## src/rtl/core/sorb_pkg.sv

```systemverilog
// Package for the spiral-order reorder buffer.
// Holds the shared types, register indexes and controller/datapath interface structs.
// No dependencies.
`default_nettype none

package sorb_pkg;

  // Fixed width of the element field on both streams.
  localparam int unsigned ELEM_W = 32;

  // Width of the configuration write data (widest register).
  localparam int unsigned CFG_W = 4;

  // Configuration register indexes.
  localparam logic REG_ROWS = 1'b0;
  localparam logic REG_COLS = 1'b1;

  // Controller states.
  typedef enum logic {
    ST_LOAD,
    ST_WALK
  } state_t;

  // Direction of the spiral walk.
  typedef enum logic [1:0] {
    DIR_RIGHT,
    DIR_DOWN,
    DIR_LEFT,
    DIR_UP
  } dir_t;

  // Commands from the controller to the datapath.
  typedef struct packed {
    logic load_we;     // store the accepted input word
    logic walk_start;  // set up the boundary registers for a new spiral
    logic walk_step;   // issue one store read and advance the walk
  } sorb_cmd_t;

  // Status from the datapath to the controller.
  typedef struct packed {
    logic load_last;   // the next stored word completes the matrix
    logic walk_last;   // the current walk position is the final cell
    logic out_room;    // the output queue can take one more read
  } sorb_stat_t;

endpackage

`default_nettype wire

```

## src/rtl/core/sorb_ram.sv

```systemverilog
// Generic simple dual-port RAM with one write port and one registered read port.
// Depends on nothing.
`default_nettype none

module sorb_ram #(
  parameter int unsigned WIDTH = 32,
  parameter int unsigned DEPTH = 64
) (
  input  wire logic                                     clk,
  input  wire logic                                     we,
  input  wire logic [((DEPTH > 1) ? $clog2(DEPTH) : 1)-1:0] waddr,
  input  wire logic [WIDTH-1:0]                         wdata,
  input  wire logic                                     re,
  input  wire logic [((DEPTH > 1) ? $clog2(DEPTH) : 1)-1:0] raddr,
  output logic      [WIDTH-1:0]                         rdata
);

  logic [WIDTH-1:0] mem_r [DEPTH];

  always_ff @(posedge clk) begin
    if (we) begin
      mem_r[waddr] <= wdata;
    end
    if (re) begin
      rdata <= mem_r[raddr];
    end
  end

endmodule

`default_nettype wire

```

## src/rtl/core/sorb_ctrl.sv

```systemverilog
// Controller for the spiral-order reorder buffer: load and walk state machine.
// Depends on sorb_pkg for the state type and the command/status structs.
`default_nettype none

module sorb_ctrl
  import sorb_pkg::*;
(
  input  wire logic       clk,
  input  wire logic       rst_n,
  input  wire logic       in_tvalid,
  output logic            in_tready,
  input  wire sorb_stat_t stat,
  output sorb_cmd_t       cmd
);

  state_t state_r;
  state_t state_nxt;

  always_ff @(posedge clk) begin
    if (!rst_n) begin
      state_r <= ST_LOAD;
    end else begin
      state_r <= state_nxt;
    end
  end

  always_comb begin
    state_nxt      = state_r;
    in_tready      = 1'b0;
    cmd.load_we    = 1'b0;
    cmd.walk_start = 1'b0;
    cmd.walk_step  = 1'b0;
    case (state_r)
      ST_LOAD: begin
        in_tready   = 1'b1;
        cmd.load_we = in_tvalid;
        if (in_tvalid && stat.load_last) begin
          cmd.walk_start = 1'b1;
          state_nxt      = ST_WALK;
        end
      end
      ST_WALK: begin
        cmd.walk_step = stat.out_room;
        if (stat.out_room && stat.walk_last) begin
          state_nxt = ST_LOAD;
        end
      end
      default: begin
        state_nxt = ST_LOAD;
      end
    endcase
  end

  // The word that completes a matrix always hands over to the walk.
  a_load_to_walk: assert property (@(posedge clk) disable iff (!rst_n)
    (cmd.load_we && stat.load_last) |=> (state_r == ST_WALK))
    else $error("completed load did not start the walk");

  // Reads and writes of the store never happen in the same phase.
  a_phase_excl: assert property (@(posedge clk) disable iff (!rst_n)
    !(cmd.load_we && cmd.walk_step))
    else $error("load and walk commands overlap");

endmodule

`default_nettype wire

```

## src/rtl/core/sorb_dp.sv

```systemverilog
// Datapath of the spiral-order reorder buffer: size registers, load counter,
// spiral address walker, matrix store and a two-entry output queue.
// Depends on sorb_pkg and sorb_ram.
`default_nettype none

module sorb_dp
  import sorb_pkg::*;
#(
  parameter int unsigned MAX_ROWS   = 8,
  parameter int unsigned MAX_COLS   = 8,
  parameter int unsigned DATA_WIDTH = 32
) (
  input  wire logic              clk,
  input  wire logic              rst_n,
  input  wire logic              cfg_we,
  input  wire logic              cfg_index,
  input  wire logic [CFG_W-1:0]  cfg_wdata,
  input  wire logic [ELEM_W-1:0] in_tdata,
  output logic                   out_tvalid,
  input  wire logic              out_tready,
  output logic      [ELEM_W-1:0] out_tdata,
  output logic                   out_tlast,
  input  wire sorb_cmd_t         cmd,
  output sorb_stat_t             stat
);

  localparam int unsigned DEPTH = MAX_ROWS * MAX_COLS;
  localparam int unsigned AW    = (DEPTH > 1) ? $clog2(DEPTH) : 1;
  localparam int unsigned TW    = $clog2(DEPTH + 1);
  localparam int unsigned RW    = (MAX_ROWS > 1) ? $clog2(MAX_ROWS) : 1;
  localparam int unsigned CW    = (MAX_COLS > 1) ? $clog2(MAX_COLS) : 1;
  localparam int unsigned RCW   = $clog2(MAX_ROWS + 1);
  localparam int unsigned CCW   = $clog2(MAX_COLS + 1);
  localparam int unsigned PW    = RCW + CCW + RW + CW;

  // Size registers, reset to the default of eight clamped to the maximum.
  localparam int unsigned ROWS_RST = (MAX_ROWS < 8) ? MAX_ROWS : 8;
  localparam int unsigned COLS_RST = (MAX_COLS < 8) ? MAX_COLS : 8;

  logic [RCW-1:0] rows_r, rows_nxt;
  logic [CCW-1:0] cols_r, cols_nxt;
  logic [TW-1:0]  load_cnt_r;
  logic [TW-1:0]  total;

  always_comb begin
    if (cfg_wdata == '0) begin
      rows_nxt = RCW'(1);
      cols_nxt = CCW'(1);
    end else begin
      rows_nxt = (cfg_wdata > CFG_W'(MAX_ROWS)) ? RCW'(MAX_ROWS) : RCW'(cfg_wdata);
      cols_nxt = (cfg_wdata > CFG_W'(MAX_COLS)) ? CCW'(MAX_COLS) : CCW'(cfg_wdata);
    end
  end

  always_ff @(posedge clk) begin
    if (!rst_n) begin
      rows_r     <= RCW'(ROWS_RST);
      cols_r     <= CCW'(COLS_RST);
      load_cnt_r <= '0;
    end else begin
      if (cfg_we) begin
        // Any register write drops a partly loaded matrix.
        load_cnt_r <= '0;
        if (cfg_index == REG_ROWS) begin
          rows_r <= rows_nxt;
        end else begin
          cols_r <= cols_nxt;
        end
      end else if (cmd.load_we) begin
        load_cnt_r <= stat.load_last ? '0 : load_cnt_r + TW'(1);
      end
    end
  end

  assign total          = TW'(PW'(rows_r) * PW'(cols_r));
  assign stat.load_last = (load_cnt_r == total - TW'(1));

  // Spiral walker: current cell, direction and four shrinking boundaries.
  logic [RW-1:0] row_r, top_r, bot_r;
  logic [CW-1:0] col_r, lft_r, rgt_r;
  dir_t          dir_r;
  logic [TW-1:0] walk_cnt_r;

  always_ff @(posedge clk) begin
    if (cmd.walk_start) begin
      row_r      <= '0;
      col_r      <= '0;
      top_r      <= '0;
      lft_r      <= '0;
      bot_r      <= RW'(rows_r - RCW'(1));
      rgt_r      <= CW'(cols_r - CCW'(1));
      dir_r      <= DIR_RIGHT;
      walk_cnt_r <= '0;
    end else if (cmd.walk_step) begin
      walk_cnt_r <= walk_cnt_r + TW'(1);
      case (dir_r)
        DIR_RIGHT: begin
          if (col_r == rgt_r) begin
            dir_r <= DIR_DOWN;
            top_r <= top_r + RW'(1);
            row_r <= row_r + RW'(1);
          end else begin
            col_r <= col_r + CW'(1);
          end
        end
        DIR_DOWN: begin
          if (row_r == bot_r) begin
            dir_r <= DIR_LEFT;
            rgt_r <= rgt_r - CW'(1);
            col_r <= col_r - CW'(1);
          end else begin
            row_r <= row_r + RW'(1);
          end
        end
        DIR_LEFT: begin
          if (col_r == lft_r) begin
            dir_r <= DIR_UP;
            bot_r <= bot_r - RW'(1);
            row_r <= row_r - RW'(1);
          end else begin
            col_r <= col_r - CW'(1);
          end
        end
        DIR_UP: begin
          if (row_r == top_r) begin
            dir_r <= DIR_RIGHT;
            lft_r <= lft_r + CW'(1);
            col_r <= col_r + CW'(1);
          end else begin
            row_r <= row_r - RW'(1);
          end
        end
        default: begin
          dir_r <= DIR_RIGHT;
        end
      endcase
    end
  end

  assign stat.walk_last = (walk_cnt_r == total - TW'(1));

  // Row-major store address of the current walk cell.
  logic [AW-1:0] rd_addr;
  assign rd_addr = AW'(PW'(row_r) * PW'(cols_r) + PW'(col_r));

  // Element width adaption on the way in and on the way out.
  logic [DATA_WIDTH-1:0] wr_data;
  logic [DATA_WIDTH-1:0] rd_data;
  logic [ELEM_W-1:0]     rd_elem;

  if (DATA_WIDTH <= ELEM_W) begin : g_in_narrow
    assign wr_data = in_tdata[DATA_WIDTH-1:0];
  end else begin : g_in_wide
    assign wr_data = {{(DATA_WIDTH-ELEM_W){in_tdata[ELEM_W-1]}}, in_tdata};
  end

  if (DATA_WIDTH >= ELEM_W) begin : g_out_wide
    assign rd_elem = rd_data[ELEM_W-1:0];
  end else begin : g_out_narrow
    assign rd_elem = {{(ELEM_W-DATA_WIDTH){rd_data[DATA_WIDTH-1]}}, rd_data};
  end

  sorb_ram #(
    .WIDTH (DATA_WIDTH),
    .DEPTH (DEPTH)
  ) u_store (
    .clk   (clk),
    .we    (cmd.load_we),
    .waddr (AW'(load_cnt_r)),
    .wdata (wr_data),
    .re    (cmd.walk_step),
    .raddr (rd_addr),
    .rdata (rd_data)
  );

  // Read in flight: the store data is valid in the cycle after the read.
  logic rd_vld_r;
  logic rd_last_r;

  always_ff @(posedge clk) begin
    if (!rst_n) begin
      rd_vld_r <= 1'b0;
    end else begin
      rd_vld_r <= cmd.walk_step;
    end
  end

  always_ff @(posedge clk) begin
    if (cmd.walk_step) begin
      rd_last_r <= stat.walk_last;
    end
  end

  // Two-entry output queue so a stalled sink does not lose a read in flight.
  logic [ELEM_W-1:0] q_data_r [2];
  logic              q_last_r [2];
  logic              q_wptr_r, q_rptr_r;
  logic [1:0]        q_cnt_r;
  logic              pop;
  logic [2:0]        occ;

  assign pop        = out_tvalid && out_tready;
  assign out_tvalid = (q_cnt_r != 2'd0);
  assign out_tdata  = q_data_r[q_rptr_r];
  assign out_tlast  = q_last_r[q_rptr_r];

  // Entries held plus the read in flight; a new read needs a free slot.
  assign occ           = {1'b0, q_cnt_r} + {2'b00, rd_vld_r};
  assign stat.out_room = (occ < 3'd2) || ((occ == 3'd2) && pop);

  always_ff @(posedge clk) begin
    if (!rst_n) begin
      q_wptr_r <= 1'b0;
      q_rptr_r <= 1'b0;
      q_cnt_r  <= 2'd0;
    end else begin
      if (rd_vld_r) begin
        q_wptr_r <= ~q_wptr_r;
      end
      if (pop) begin
        q_rptr_r <= ~q_rptr_r;
      end
      q_cnt_r <= q_cnt_r + {1'b0, rd_vld_r} - {1'b0, pop};
    end
  end

  always_ff @(posedge clk) begin
    if (rd_vld_r) begin
      q_data_r[q_wptr_r] <= rd_elem;
      q_last_r[q_wptr_r] <= rd_last_r;
    end
  end

  a_q_bound: assert property (@(posedge clk) disable iff (!rst_n)
    q_cnt_r <= 2'd2)
    else $error("output queue count out of range");

  a_q_no_overflow: assert property (@(posedge clk) disable iff (!rst_n)
    (rd_vld_r && !pop) |-> (q_cnt_r < 2'd2))
    else $error("store read arrived at a full output queue");

  a_walk_in_bounds: assert property (@(posedge clk) disable iff (!rst_n)
    cmd.walk_step |-> (row_r >= top_r && row_r <= bot_r &&
                       col_r >= lft_r && col_r <= rgt_r))
    else $error("spiral walk left the current boundaries");

endmodule

`default_nettype wire

```

## src/rtl/core/spiral_order_reorder_buffer.sv

```systemverilog
// Spiral-order reorder buffer: loads rows*cols words at one word per cycle, then
// emits them in clockwise spiral order at one word per cycle while the sink is ready.
// The first result follows the completing word through the state register, the store
// read and the output queue. The input is held off while the walk reads the single
// matrix store, so loading and walking take turns. Reset (rst_n, synchronous,
// active low) sets rows and cols to 8, clamped to MAX_ROWS/MAX_COLS, and empties the load.
`default_nettype none

module spiral_order_reorder_buffer
  import sorb_pkg::*;
#(
  parameter int unsigned MAX_ROWS   = 8,
  parameter int unsigned MAX_COLS   = 8,
  parameter int unsigned DATA_WIDTH = 32
) (
  input  wire logic              clk,
  input  wire logic              rst_n,
  // Configuration write port: index 0 is rows, index 1 is cols.
  input  wire logic              cfg_we,
  input  wire logic              cfg_index,
  input  wire logic [CFG_W-1:0]  cfg_wdata,
  // Input stream.
  input  wire logic              in_tvalid,
  output logic                   in_tready,
  input  wire logic [ELEM_W-1:0] in_tdata,   // [31:0] element
  // Result stream.
  output logic                   out_tvalid,
  input  wire logic              out_tready,
  output logic      [ELEM_W-1:0] out_tdata,  // [31:0] element_out
  output logic                   out_tlast
);

  // The controller takes input words while loading. Once the word that completes
  // the matrix is accepted, it switches to walking: each cycle with room in the
  // output queue it issues one store read at the next spiral cell. After the read
  // of the final cell it returns to loading; the queue drains on its own. The
  // final word of each spiral carries out_tlast.

  sorb_cmd_t  cmd;
  sorb_stat_t stat;

  sorb_ctrl u_ctrl (
    .clk       (clk),
    .rst_n     (rst_n),
    .in_tvalid (in_tvalid),
    .in_tready (in_tready),
    .stat      (stat),
    .cmd       (cmd)
  );

  sorb_dp #(
    .MAX_ROWS   (MAX_ROWS),
    .MAX_COLS   (MAX_COLS),
    .DATA_WIDTH (DATA_WIDTH)
  ) u_dp (
    .clk        (clk),
    .rst_n      (rst_n),
    .cfg_we     (cfg_we),
    .cfg_index  (cfg_index),
    .cfg_wdata  (cfg_wdata),
    .in_tdata   (in_tdata),
    .out_tvalid (out_tvalid),
    .out_tready (out_tready),
    .out_tdata  (out_tdata),
    .out_tlast  (out_tlast),
    .cmd        (cmd),
    .stat       (stat)
  );

endmodule

`default_nettype wire
```

## config.mk

```make
export PLATFORM = sky130hd
export DESIGN_NAME = spiral_order_reorder_buffer
export DESIGN_NICKNAME = d
export VERILOG_FILES = /design/src/rtl/core/sorb_pkg.sv /design/src/rtl/core/sorb_ram.sv /design/src/rtl/core/sorb_ctrl.sv /design/src/rtl/core/sorb_dp.sv /design/src/rtl/core/spiral_order_reorder_buffer.sv
export SDC_FILE = /design/constraint.sdc
export NUM_CORES = 2
export LEC_CHECK = 0
export BUFFER_PORTS_ARGS = -buffer_cell sky130_fd_sc_hd__clkbuf_2
export CAP_MARGIN = 20
export CORE_MARGIN = 1
export CORE_UTILIZATION = 38
export CTS_CLUSTER_SIZE = 20
export DETAILED_ROUTE_END_ITERATION = 6
export PLACE_DENSITY_LB_ADDON = 0.3
export SYNTH_ARGS = -nofsm -noshare
export SYNTH_HDL_FRONTEND = slang
export SYNTH_SLANG_ARGS = --single-unit
export TNS_END_PERCENT = 5
```

## constraint.sdc

```tcl
create_clock -name clk -period 9.8 [get_ports clk]
set_input_delay 0.49 -clock clk [delete_from_list [all_inputs] [get_ports clk]]
set_output_delay 0.49 -clock clk [all_outputs]
set_load 0.01 [all_outputs]
```

==> impl_metrics.json <==
{
  "status": "finished, final reports clean",
  "required_ps": 10320,
  "postCtsHoldBufs": 7,
  "die_h_um": 476,
  "min_period_over_period_pct": 61.5,
  "cts-root-buf": "clkbuf_16",
  "synth_fp_nets": 3725,
  "synth_edf_count": 2153,
  "maxCapViolations": 0,
  "die_w_um": 476,
  "worst_pin_slew_ps": 1010,
  "leakagePower_nw": 30.4,
  "syn-instance-count": 3634,
  "crit_path_start": "u_dp.row_r[0]",
  "worst-path-max-fanout": 105,
  "critPathKind": "reg2reg",
  "fin_tns_setup_ps": 0,
  "antenna_found_initial": 7,
  "grt_max_degree": 124,
  "diodes": 0,
  "reg2reg_to": "u_dp.u_store.rdata[5]",
  "rr_worst_depth": 12,
  "holdWs_ps": 13.7,
  "track_usage_pct": 19.2,
  "ys_ff_latch": 2196,
  "syn_area_per_cell_um2": 23.5,
  "drive_above_1_share_pct": 31.3,
  "cts_setup_buffers": 0,
  "cellPowerDensity_nw_per_um2": 212,
  "dpl.hpwl_mm": 104,
  "drt_iter0_drc": 4787,
  "max_slew_margin_pct": 32.5,
  "rows": 173,
  "routabilityCongestion": 0.759,
  "synth_warnings": 0,
  "wire_per_inst_um": 30.8,
  "grt_pass1_vias": 39800,
  "maxSlewViolCount": 0,
  "nNetsFinal": 3980,
  "finalHoldViolations": 0,
  "post-route-drc-count": 0,
  "hold_start": "in_tdata[24]",
  "fmax_mhz": 166,
  "synthFlopType": "edfxtp_1",
  "end_kind": "register",
  "clkTransAtPathRegs_ps": 60,
  "skew_ps": 48.8,
  "drtPass1Iterations": 5,
  "ant_nets": 0,
  "min_to": "u_dp.u_store.mem_r[39][24]",
  "crit_arrival_ps": 6550,
  "grt-ovfl-total": 0,
  "viasPerCell": 5.62,
  "grt_pass1_wl_mm": 303,
  "core_area_um2": 223000,
  "syn_area_um2": 85200,
  "clock_path_buffers": 3,
  "r2r-start": "u_dp.row_r[0]",
  "holdCritPathClass": "in2reg",
  "dieArea_um2": 226000,
  "startpoint_type": "register",
  "setup_viol": 0,
  "cts_buffers": 213,
  "rsz0062_at_grt": "no",
  "clock_latency_ps": 860,
  "cts.sinks": 2196,
  "synthArstFlopShare_pct": 0,
  "cts_tree": "built",
  "cts_resized": 0,
  "synth_cell_types": 58,
  "ys_seq_area_share_pct": 76.9,
  "min_period_ps": 6030,
  "holdPathStages": 1,
  "route.vias.total": 39600,
  "area_growth_pct": 14.5,
  "ioPinCount": 77,
  "port_buffers": 76,
  "h-tree-depth": 4,
  "peakVddDrop_mv": 0.168,
  "rrSetupSlack_ps": 3770,
  "routed_wl_mm": 217,
  "initial_utilization_pct": 38.3
}
[metrics by stage]
stage | std cells | cell area, µm² | setup WS, ps | total power, mW | util, %
CTS | 7016 | 97200 | 3650 | 20.9 | 43.7
global placement | 6618 | 90000 | 3670 | 12.6 | 40.4
finish | 7039 | 97600 | 3770 | 20.7 | 43.9
floorplan | 3634 | 85200 | 5380 | 12.0 | -
detailed placement | 6619 | 90000 | 3710 | 12.7 | 40.5
global route | 7039 | 97600 | 3600 | 21.4 | 43.9
[cell usage in the layout (no fill, tap or decap), types with 34 or more instances in the layout]
cell,instances
buf_4,105
clkbuf_16,215
clkbuf_2,76
clkinv_1,55
clkinv_2,44
dfxtp_1,42
edfxtp_1,2153
ha_1,36
inv_1,37
mux2i_1,107
mux4_2,627
nand2_1,40
nor2_1,44
nor2_4,62
xnor2_1,34
[sequential cells by signal, indices dropped and copies added (netlist names), 2 cells and up, named ones only]
name and flops:
u_dp.row_r 3, u_dp.rows_r 4, u_dp.col_r 3, u_dp.load_cnt_r 7
u_dp.q_cnt_r 2, u_dp.q_last_r 2, u_dp.bot_r 3, u_dp.u_store.rdata 32
u_dp.rgt_r 3, u_dp.q_data_r 64, u_dp.top_r 3, u_dp.walk_cnt_r 7
u_dp.u_store.mem_r 2048, u_dp.lft_r 3, u_dp.cols_r 4, u_dp.dir_r 2
[Yosys cell counts (9+ instances only)]
cell type     n  share of area (%)
nor2b_1      26               0.19
nor3_1       11              0.065
inv_1        38               0.17
a211oi_1     27               0.24
nor2_1      106               0.47
mux2_2       33               0.44
fa_1         11               0.26
and2_1       16               0.12
mux2i_1     107                1.3
mux4_2      627                 17
ha_1         38               0.56
nand3_1      12              0.070
a21oi_1      26               0.15
xnor2_1      36               0.37
nand4_1       9              0.066
xor2_1       17               0.17
clkbuf_1     83               0.37
buf_2        83               0.49
dfxtp_1      43                1.0
edfxtp_1   2153                 76
nand2_1      40               0.18
[kinds of logic (layout without fill, tap and decap cells)]
kind of cell,count (synthesis),in the layout,synth area share (%)
compound gates,92,92,0.762
xor+xnor,60,60,0.719
fa+ha+maj,49,49,0.816
buf+inv,217,647,1.13
flops,2196,2196,76.9
mux,767,767,18.3
simple gates,253,253,1.46
[worst max-delay path, cell delays in order, from the launching register on]
cell and delay, ps:
dfxtp_1 400, and2_1 220, fa_1 560, inv_1 60, fa_1 490, fa_4 1390, buf_12 580, mux4_2 400
nor2b_1 140, a211oi_1 400, a21oi_1 80, a211oi_1 840, a21oi_1 70
[power breakdown]
part,internal (mW),switching [mW],total (mW),leakage [nW]
Sequential,10.3,0.0212,10.4,19.7
Combinational,1.01,1.07,2.08,7.27
Clock,4.71,3.57,8.29,3.46
[how the worst max path moves through the flow]
stage               slack, ps  cells past startpoint                     end
floorplan                5380                     17           u_dp.bot_r[2]
CTS                      3650                     12  u_dp.u_store.rdata[21]
detailed placement       3710                     12  u_dp.u_store.rdata[21]
finish                   3770                     12   u_dp.u_store.rdata[5]
global route             3600                     12  u_dp.u_store.rdata[21]
global placement         3670                     12  u_dp.u_store.rdata[21]
[metal layers]
| layer | global-route usage (%) | vias to the layer above | routed length, µm |
|---|---|---|---|
| met1 | 27.3 | 21800 | 91400 |
| met5 | 0 | - | 40 |
| met3 | 3.50 | 238 | 16400 |
| met2 | 30.7 | 1555 | 104000 |
| li1 | - | 16000 | - |
| met4 | 4.54 | 6 | 4380 |
[cell type report]
class,count,area [µm²]
Tap cell,2975,3720
Timing Repair Buffer,219,1880
Inverter,38,143
Fill cell,18800,125000
Clock buffer,243,5490
Clock inverter,147,1590
Multi-Input combinational cell,1221,19300
Sequential cell,2196,65500
Power figures use the tool's default switching activity.
